[src/rtl/core/dsru_pkg.sv]
// shared types and constants of the divide and square-root register unit
`default_nettype none
package dsru_pkg;
  typedef enum logic [1:0] {
    K_PLAIN = 2'd0,
    K_DIV   = 2'd1,
    K_ROOT  = 2'd2
  } kind_t;

  typedef struct packed {
    logic       op;
    logic [5:0] off;
    logic [7:0] wbyte;
    kind_t      kind;
  } cmd_t;

  typedef enum logic [2:0] {
    S_IDLE   = 3'd0,
    S_PREP   = 3'd1,
    S_DIV    = 3'd2,
    S_DFIX   = 3'd3,
    S_ROOT   = 3'd4,
    S_ACCESS = 3'd5
  } bstate_t;

  localparam logic [5:0] OFF_QUO_LO  = 6'h20;
  localparam logic [5:0] OFF_REM_LO  = 6'h28;
  localparam logic [5:0] OFF_ROOT_LO = 6'h34;
  localparam logic [5:0] OFF_MODE    = 6'h30;
  localparam logic [15:0] DIV_ZERO_FLAG = 16'h4000;
endpackage
`default_nettype wire

[src/rtl/core/dsru_front.sv]
// front end: takes bus items, classifies them, holds them in a short queue
`default_nettype none
module dsru_front (
  input  wire logic          clk,
  input  wire logic          rst,
  input  wire logic          start,
  input  wire logic          op,
  input  wire logic [5:0]    byte_offset,
  input  wire logic [7:0]    write_byte,
  output logic               busy,
  output dsru_pkg::cmd_t     cmd,
  output logic               cmd_valid,
  input  wire logic          cmd_take
);
  import dsru_pkg::*;

  cmd_t q [2];
  logic wp, rp;
  logic [1:0] cnt;
  cmd_t incoming;
  logic push, pop;

  always_comb begin
    incoming.op    = op;
    incoming.off   = byte_offset;
    incoming.wbyte = write_byte;
    incoming.kind  = K_PLAIN;
    if (!op && (byte_offset == OFF_QUO_LO || byte_offset == OFF_REM_LO)) begin
      incoming.kind = K_DIV;
    end else if (!op && byte_offset == OFF_ROOT_LO) begin
      incoming.kind = K_ROOT;
    end
  end

  assign busy      = (cnt == 2'd2);
  assign push      = start && !busy;
  assign cmd_valid = (cnt != 2'd0);
  assign pop       = cmd_valid && cmd_take;
  assign cmd       = q[rp];

  always_ff @(posedge clk) begin
    if (push) begin
      q[wp] <= incoming;
    end
  end

  always_ff @(posedge clk) begin
    if (rst) begin
      wp  <= 1'b0;
      rp  <= 1'b0;
      cnt <= 2'd0;
    end else begin
      if (push) wp <= ~wp;
      if (pop)  rp <= ~rp;
      cnt <= cnt + 2'(push) - 2'(pop);
    end
  end
endmodule
`default_nettype wire

[src/rtl/core/dsru_back.sv]
// back end: register file, iterative divider and root, read data
`default_nettype none
module dsru_back (
  input  wire logic          clk,
  input  wire logic          rst,
  input  dsru_pkg::cmd_t     cmd,
  input  wire logic          cmd_valid,
  output logic               cmd_take,
  output logic               done,
  output logic [7:0]         read_byte
);
  import dsru_pkg::*;

  logic [15:0] div_control;
  logic [63:0] dividend, divisor, quotient, remainder_value, root_operand;
  logic        root_mode;
  logic [31:0] root_result;

  bstate_t state, state_next;
  cmd_t    cur;

  // divider working registers
  logic [63:0] ua, ub, uq, ur;
  logic        na, qneg;
  logic [6:0]  cnt;
  logic [1:0]  mode;
  // root working registers
  logic [63:0] rx, rres, rbit;

  logic [63:0] a_sel, b_sel, min_sel;
  logic [64:0] ur_sh, ur_sub;
  logic [63:0] rsum;

  always_comb begin
    mode = div_control[1:0];
    if (mode == 2'd0) begin
      a_sel   = {{32{dividend[31]}}, dividend[31:0]};
      b_sel   = {{32{divisor[31]}}, divisor[31:0]};
      min_sel = {32'hFFFFFFFF, 32'h80000000};
    end else begin
      a_sel   = dividend;
      b_sel   = (mode == 2'd1) ? {{32{divisor[31]}}, divisor[31:0]} : divisor;
      min_sel = 64'h8000000000000000;
    end
    ur_sh  = {ur, ua[63]};
    ur_sub = ur_sh - {1'b0, ub};
    rsum   = rres + rbit;
  end

  always_comb begin
    state_next = state;
    cmd_take   = 1'b0;
    unique case (state)
      S_IDLE: begin
        if (cmd_valid) begin
          cmd_take = 1'b1;
          unique case (cmd.kind)
            K_DIV:   state_next = S_PREP;
            K_ROOT:  state_next = S_ROOT;
            default: state_next = S_ACCESS;
          endcase
        end
      end
      S_PREP:   state_next = (mode == 2'd3 || b_sel == 64'd0 ||
                              (a_sel == min_sel && b_sel == '1)) ? S_ACCESS : S_DIV;
      S_DIV:    state_next = (cnt == 7'd63) ? S_DFIX : S_DIV;
      S_DFIX:   state_next = S_ACCESS;
      S_ROOT:   state_next = (rbit == 64'd0) ? S_ACCESS : S_ROOT;
      S_ACCESS: state_next = S_IDLE;
      default:  state_next = S_IDLE;
    endcase
  end

  always_ff @(posedge clk) begin
    if (rst) state <= S_IDLE;
    else     state <= state_next;
  end

  always_ff @(posedge clk) begin
    if (rst) begin
      div_control <= '0; dividend <= '0; divisor <= '0; quotient <= '0;
      remainder_value <= '0; root_mode <= 1'b0; root_operand <= '0;
      root_result <= '0; done <= 1'b0; read_byte <= '0;
    end else begin
      done <= 1'b0;
      unique case (state)
        S_IDLE: begin
          if (cmd_valid) begin
            cur  <= cmd;
            rx   <= cmd.kind == K_ROOT && !root_mode ?
                    {32'd0, root_operand[31:0]} : root_operand;
            rres <= '0;
            rbit <= 64'h4000000000000000;
          end
        end
        S_PREP: begin
          na   <= a_sel[63];
          qneg <= a_sel[63] ^ b_sel[63];
          ua   <= a_sel[63] ? -a_sel : a_sel;
          ub   <= b_sel[63] ? -b_sel : b_sel;
          ur   <= '0;
          uq   <= '0;
          cnt  <= '0;
          if (mode != 2'd3) begin
            if (b_sel == 64'd0) begin
              if (divisor == 64'd0) div_control <= div_control | DIV_ZERO_FLAG;
              remainder_value <= a_sel;
              if (mode == 2'd0)
                quotient <= a_sel[63] ? 64'hFFFFFFFF00000001 : 64'h00000000FFFFFFFF;
              else
                quotient <= a_sel[63] ? 64'd1 : '1;
            end else if (a_sel == min_sel && b_sel == '1) begin
              quotient <= (mode == 2'd0) ? 64'h0000000080000000 : 64'h8000000000000000;
              remainder_value <= '0;
            end
          end
        end
        S_DIV: begin
          // one quotient bit a cycle, restoring
          cnt <= cnt + 7'd1;
          ua  <= {ua[62:0], 1'b0};
          if (!ur_sub[64]) begin
            ur <= ur_sub[63:0];
            uq <= {uq[62:0], 1'b1};
          end else begin
            ur <= ur_sh[63:0];
            uq <= {uq[62:0], 1'b0};
          end
        end
        S_DFIX: begin
          quotient        <= qneg ? -uq : uq;
          remainder_value <= na ? -ur : ur;
        end
        S_ROOT: begin
          // one result bit pair a cycle
          if (rbit == 64'd0) begin
            root_result <= rres[31:0];
          end else begin
            if (rx >= rsum) begin
              rx   <= rx - rsum;
              rres <= (rres >> 1) + rbit;
            end else begin
              rres <= rres >> 1;
            end
            rbit <= rbit >> 2;
          end
        end
        S_ACCESS: begin
          done      <= 1'b1;
          read_byte <= '0;
          if (cur.op) begin
            priority if (cur.off <= 6'h01) begin
              div_control[cur.off[0]*8 +: 8] <= cur.wbyte;
            end else if (cur.off[5:3] == 3'd2) begin
              dividend[cur.off[2:0]*8 +: 8] <= cur.wbyte;
            end else if (cur.off[5:3] == 3'd3) begin
              divisor[cur.off[2:0]*8 +: 8] <= cur.wbyte;
            end else if (cur.off == OFF_MODE) begin
              root_mode <= cur.wbyte[0];
            end else if (cur.off[5:3] == 3'd7) begin
              root_operand[cur.off[2:0]*8 +: 8] <= cur.wbyte;
            end
          end else begin
            priority if (cur.off <= 6'h01) begin
              read_byte <= div_control[cur.off[0]*8 +: 8];
            end else if (cur.off[5:3] == 3'd2) begin
              read_byte <= dividend[cur.off[2:0]*8 +: 8];
            end else if (cur.off[5:3] == 3'd3) begin
              read_byte <= divisor[cur.off[2:0]*8 +: 8];
            end else if (cur.off[5:3] == 3'd4) begin
              read_byte <= quotient[cur.off[2:0]*8 +: 8];
            end else if (cur.off[5:3] == 3'd5) begin
              read_byte <= remainder_value[cur.off[2:0]*8 +: 8];
            end else if (cur.off == OFF_MODE) begin
              read_byte <= {7'd0, root_mode};
            end else if (cur.off[5:2] == 4'hD) begin
              read_byte <= root_result[cur.off[1:0]*8 +: 8];
            end else if (cur.off[5:3] == 3'd7) begin
              read_byte <= root_operand[cur.off[2:0]*8 +: 8];
            end
          end
        end
        default: ;
      endcase
    end
  end
endmodule
`default_nettype wire

[src/rtl/core/divide_sqrt_register_unit.sv]
// top level of the divide and square-root register unit
`default_nettype none
// Byte-wide register unit for signed integer division and floor square root.
// An item is one bus access (read or write) taken when start is high and
// busy is low; every item, write or read, gives exactly one result byte on
// read_byte, flagged by done for one cycle, and the receiver cannot stall it.
// A front stage classifies items into a two-entry queue; the back stage
// executes them one at a time. A read of the low quotient or remainder
// byte runs the divider, one quotient bit per cycle, unless the mode is
// hold, the divisor is zero or the quotient overflows; a read of the low
// root byte runs the root loop, two operand bits per cycle. busy rises only
// when the queue is full.
module divide_sqrt_register_unit (
  input  wire logic       clk,
  input  wire logic       rst,
  input  wire logic       start,
  output logic            busy,
  input  wire logic       op,
  input  wire logic [5:0] byte_offset,
  input  wire logic [7:0] write_byte,
  output logic            done,
  output logic [7:0]      read_byte
);
  import dsru_pkg::*;

  cmd_t cmd;
  logic cmd_valid, cmd_take;

  // item queue and classifier
  dsru_front u_front (
    .clk, .rst, .start, .op, .byte_offset, .write_byte,
    .busy, .cmd, .cmd_valid, .cmd_take
  );

  // execution: registers, divider, root
  dsru_back u_back (
    .clk, .rst, .cmd, .cmd_valid, .cmd_take, .done, .read_byte
  );
endmodule
`default_nettype wire

[config.mk]
export PLATFORM = sky130hd
export DESIGN_NAME = divide_sqrt_register_unit
export DESIGN_NICKNAME = d
export VERILOG_FILES = /design/src/rtl/core/dsru_pkg.sv /design/src/rtl/core/dsru_front.sv /design/src/rtl/core/dsru_back.sv /design/src/rtl/core/divide_sqrt_register_unit.sv
export SDC_FILE = /design/constraint.sdc
export NUM_CORES = 2
export LEC_CHECK = 0
export ABC_CLOCK_PERIOD_IN_PS = 27200
export BUFFER_PORTS_ARGS = -buffer_cell sky130_fd_sc_hd__buf_2
export CAP_MARGIN = 10
export CORE_MARGIN = 3
export CORE_UTILIZATION = 50
export CTS_BUF_LIST = sky130_fd_sc_hd__clkbuf_4 sky130_fd_sc_hd__clkbuf_8 sky130_fd_sc_hd__clkbuf_16
export DETAILED_ROUTE_END_ITERATION = 8
export GPL_ROUTABILITY_DRIVEN = 0
export HOLD_SLACK_MARGIN = 0.1
export PLACE_DENSITY = 0.72
export SLEW_MARGIN = 20
export SYNTH_ARGS = -nofsm -noshare
export SYNTH_HDL_FRONTEND = slang
export SYNTH_SLANG_ARGS = --single-unit
[constraint.sdc]
create_clock -name clk -period 27.2 [get_ports clk]
set_input_delay 8.16 -clock clk [delete_from_list [all_inputs] [get_ports clk]]
set_output_delay 8.16 -clock clk [all_outputs]
set_load 0.1 [all_outputs]
**Yosys cells after proc, flatten, opt, wreduce, memory -nomap -nowiden**

Memory sizes are Yosys's and may differ from the RTL's. A register that Yosys moved wholly into a read port is not among the register bits.
Cells that the tools add are included.

- Register bits: 857
- Bits in latches: 0
- Memory bits (writable): 34
- Memory bits (read-only): 0
- Bits of input ports: 18
- Output and inout bits: 10
- Word-level logic and storage cells: 205
- Memories kept: 1

Memory list:

| name | words | width | read ports | clocked after Yosys merged registers in | wr ports | line | RTL |
|---|---|---|---|---|---|---|---|
| u_front.q | 2 | 17 | 1 | 1 | 1 | dsru_front.sv:17 | `cmd_t q [2];` |

- $add $sub $neg: 13
- Multiply operators: 0
- Div/mod/pow operators: 0
- $lt $le $gt $ge: 2
- Equality and inequality tests: 33
- Shifts and indexed selects: 11
- Muxes and demuxes: 72
- Bitwise gates (word level): 9
- Reductions and logical operators: 35

Operators with widths:

| operator | number |
|---|---|
| 64-bit 2-to-1 mux | 26 |
| 64-bit case mux with 2 select lines | 8 |
| 64-bit by 7-bit indexed part select with 8-bit output | 5 |
| 64-bit negation | 4 |
| 64-bit bitwise mux | 3 |
| 64-bit logical NOT | 3 |
| 63-bit 2-to-1 mux | 2 |
| 8-bit 2-to-1 mux | 9 |
| 65-bit by 64-bit subtractor with 65-bit output | 1 |
| 63-bit by 64-bit adder with 64-bit output | 1 |
| 64-bit adder | 1 |
| 64-bit == test | 1 |
| 64-bit == test, second input constant | 1 |
| 64-bit >= comparator | 1 |
| 16-bit 2-to-1 mux | 4 |
| 8-bit by 34-bit variable shift with 64-bit output, first input constant | 1 |
| 8-bit by 34-bit indexed part select with 64-bit output | 1 |
| 64-bit subtractor | 1 |
| 4-bit negation with 34-bit output | 1 |
| 6-bit negation with 34-bit output | 1 |
| 8-bit by 34-bit variable shift with 16-bit output, first input constant | 1 |
| 8-bit by 34-bit indexed part select with 16-bit output | 1 |
| 16-bit case mux with 2 select lines | 1 |
| 32-bit by 6-bit indexed part select with 8-bit output | 1 |
| 38 further kinds | 96 |

**Longest topological paths before layout**

- Depth in word-level cells: 10
- Gate-level depth with buffers: 24
- Mapped depth without buffers: 23

**By module**

A second synthesis with hierarchy kept.

- Cell total of the unflattened synthesis: 5,921
- Area total of the unflattened synthesis: 54,051.8 µm²

Modules (own cells, without submodules):

| module | times used | cells an instance | area each (µm²) | sequential area each (µm²) |
|---|---|---|---|---|
| dsru_back | 1 | 5,837 | 52,554.2 | 20,840.0 |
| dsru_front | 1 | 84 | 1,497.7 | 1,121.1 |

**Worst setup path after synthesis**

Ideal clock, no wire load.

- Path type: input to register
- Start point: in rst
- End point: reg u_back.rx[0] (enable)
- Setup time: 0.583 ns
- Arrival: 28.345 ns
- Required time: 26.617 ns
- Path slack: -1.729 ns
- Stages: 2
- Buffers on the path: 0
- Path through: a2111oi_0 > a21boi_0

- Cells in the longest elaborated chain, start to end: 2

Ends and longest elaborated chain:

| item | line | RTL |
|---|---|---|
| from (decl) | divide_sqrt_register_unit.sv:15 | `input wire logic rst,` |
| 1-bit NOT (no line) | n/a |  |
| 5-bit AND reduction (no line) | n/a |  |
| to (signal assigned) | dsru_back.sv:90 | `rx <= cmd.kind == K_ROOT && !root_mode ?` |
| to (signal assigned) | dsru_back.sv:140 | `rx <= rx - rsum;` |
| to (decl) | dsru_back.sv:28 | `logic [63:0] rx, rres, rbit;` |

Every way passes these cells.
A chain may end at the register's enable or synchronous reset.

**Worst setup path after layout**

- Start point: in rst
- End point: reg u_back.ur[33] (enable)

- Cells in the longest elaborated chain, start to end: 2

Ends and longest elaborated chain:

| item | line | RTL |
|---|---|---|
| 1-bit NOT (no line) | n/a |  |
| 2-bit AND reduction (no line) | n/a |  |
| to (signal assigned) | dsru_back.sv:123 | `ur <= ur_sub[63:0];` |
| to (signal assigned) | dsru_back.sv:126 | `ur <= ur_sh[63:0];` |
| to (decl) | dsru_back.sv:23 | `logic [63:0] ua, ub, uq, ur;` |

Every way passes these cells.

==> impl_results.md <==
* Row count at 120
* # DRC at 0
* Clk buf depth at 3
* Post-synthesis cell area at 54870 sq um
* Largest net degree at the start of global routing at 175
* Least-Margin Pin Slew at 1.166 ns
* Die ar. at 113700 sq um
* Post-DP Area at 55840 sq um
* Die W at 337.3 um
* Final Core Density at 54.96%
* CTS tree: done
* Layout Nets at 6069
* I/O Pins at 28
* Area Growth Syn to Fin at 8.146%
* Worst Clk Skew at 0.03215 ns
* Vias in the first global route at 43.46k
* Mean post-synth cell area at 9.052 sq um
* CP Cell Sequence: buf_8 -> a211oi_4 -> buf_4 -> buf_12
* Final WL at 164600 um
* Fill count at 9470
* Max Cap Violations at 0
* Most frequent cell after synthesis: nor2_1
* Synth top area cells: edfxtp_1 (26%), dfxtp_1 (14%), nor2_1 (5.1%), ha_1 (4.7%), mux4_2 (4.3%)
* Grt total ovfl at 0
* Crit. End Element: register
* FMAX at 0.09952 GHz
* Vias per std cell at 6.480
* Maximum vdd drop at 0.09775 mV
* Post-CTS Resized at 0
* Number of I/O port buffers at 27
* DR WL/cell at 22.44 um
* Non-Filler Instances at 7333
* Worst r2r path cells at 21
* Setup_tns at 0 ns
* Total number of vias at 47.52k
* Syn_nets at 6286
* CP required at 27.51 ns
* Outcome: finished, final reports clean
* Ys async rst share at 0%
* Total power at 5.966 mW
* Core area at 108000 sq um
* Critical path class: in2reg
* Crit start category: input pin
* Total track usage at 28.20%
* Post-synth EDFFs at 474
* Pins Over Slew Limit at 0
* Cell accounting for the most synthesized area: edfxtp_1
* YS warnings at 0
* Postcts setup bufs at 0
* Min-Delay Path Class: reg2reg
* First-pass GRT wire length at 254000 um
* Top Family by Delay on Critical Path: buffers and inverters
* Share of the yosys chip area belonging to registers at 40.03%
* Clock-pin slew on the worst setup and hold paths at 0.06 ns
* Final min period at 10.05 ns
* Post-CTS Hold Fix Bufs at 0
* Synth cell types at 87
* First-pass DRT Iterations at 8
* Final setup vio count at 0
* Final critical-path share of the clock period at 36.94%
* Clk Latency, worst-skew pair at 0.70 ns
* RSZ-0062 raised after global routing: no
* Detail Route Antenna Nets at 0
* Num CTS Buffers at 96
* CP arrival at 10.36 ns
* Hold Fails Final Rpt at 0
* CTS sink cnt at 860
* Slew headroom at 22.16%
* Post-synth top cells: nor2_1 (749), nand2_1 (517), edfxtp_1 (474)
* Post-Synthesis Cells at 6061
* Highest-delay cell along the critical path: buf_4
* Post-DP HPWL at 115600 um
* Pleak at 21.62 nW
* Synth top area share at 25.94%
* Crit Path Max Fanout at 148
* Crit path depth at 4
* DRT iter0 DRCs at 5686
* Antenna violations before repair at 5
* Root Driver: clkbuf_16
* Layout cells sized above 1 at 7.962%
* Pwr Density at 100.6 nW/um^2
* Buf/Inv on CP at 3
* Starting Density at 50.82%
* Number of H-tree levels at 3
* Dpl cells at 7148
* Die Y at 337.3 um
* Slowest stage delay, CP at 0.61 ns
* Count of state elements after synthesis at 860
* Post-route cell area at 59330 sq um
* Top FF cell, synth: edfxtp_1
* Hold depth at 2
kinds of logic after synthesis:
group                    after synthesis  synth area share [%]
flip-flops                           860                 40.03
AND/OR/NAND/NOR                     2122                 18.10
XOR/XNOR                             477                 7.615
buffers and inverters                558                 3.893
AO/OA/AOI/OAI                       1529                 17.55
multiplexers                         308                 8.064
adder cells (fa/ha/maj)              207                 4.748
per-layer routing:
layer / global-route usage, % / vias up / part of all wire, %
met5: 0 / - / 0.012
met4: 9.948 / 4 / 3.7
met3: 5.492 / 423 / 10
met2: 43.17 / 2549 / 44
met1: 39.83 / 22800 / 42
li1: - / 21740 / -
path summary, 6_finish.rpt:
kind                            slack [ns]                   from               endpoint
worst max-delay path                 17.15                    rst          u_back.ur[33]
worst min-delay path                  0.45  u_back.root_result[2]  u_back.root_result[2]
worst max register to register       19.23         u_back.rbit[0]          u_back.rx[24]
worst min register to register        0.45  u_back.root_result[2]  u_back.root_result[2]
cell type report:
| cell class | instances | area, sq um | area share, % |
|---|---|---|---|
| Sequential cell | 860 | 21960 | 37.01 |
| Clock inverter | 40 | 385.4 | 0.6495 |
| Antenna cell | 2 | 5.005 | 0.008435 |
| Multi-Input combinational cell | 4643 | 30890 | 52.07 |
| Tap cell | 1403 | 1755 | 2.959 |
| Clock buffer | 142 | 3077 | 5.185 |
| Timing Repair Buffer | 91 | 683.2 | 1.151 |
| Inverter | 152 | 573.1 | 0.9658 |
tightest hold or removal path, delay by kind of cell (launching register included):
family	cells	cell delay, ns
flops	1	0.30
simple gates	1	0.05
compound gates	1	0.05
cells in the final DEF (no fill, tap or decap), types with 181 or more instances in the layout:
master,synthesis,final
xnor2_1,262,262
o21ai_0,344,344
xor2_1,215,215
mux2i_1,181,181
nand2_1,517,516
nor2_1,749,744
ha_1,205,205
dfxtp_1,386,386
edfxtp_1,474,474
a21oi_1,443,441
registers in the layout (all words and copies together), names as in the netlist, 34 cells and up, named ones only:
signal and count:
u_back.ua 64, u_back.rx 64, u_back.ur 64, u_back.dividend 64, u_back.uq 64, u_back.divisor 64
u_back.quotient 64, u_front.q 34, u_back.root_operand 64, u_back.ub 64, u_back.remainder_value 64, u_back.rres 64
power by group:
| group | switching, mW | total (mW) | internal [mW] |
|---|---|---|---|
| clock network | 0.572 | 1.40 | 0.828 |
| registers | 0.213 | 1.89 | 1.68 |
| logic | 1.69 | 2.68 | 0.989 |
| total | 2.47 | 5.97 | 3.49 |
per-stage QoR:
| stage | hold slack [ns] | setup WS (ns) |
|---|---|---|
| 6_report | 0.4482 | 17.15 |
| 5_1_grt | 0.4640 | 17.07 |
| 4_1_cts | 0.4480 | 17.21 |
| 3_5_place_dp | 0.4401 | 16.47 |
| 3_3_place_gp | 0.4343 | 16.55 |
| 2_1_floorplan | 0.4287 | 2.894 |
(Power assumes the default switching activity.)
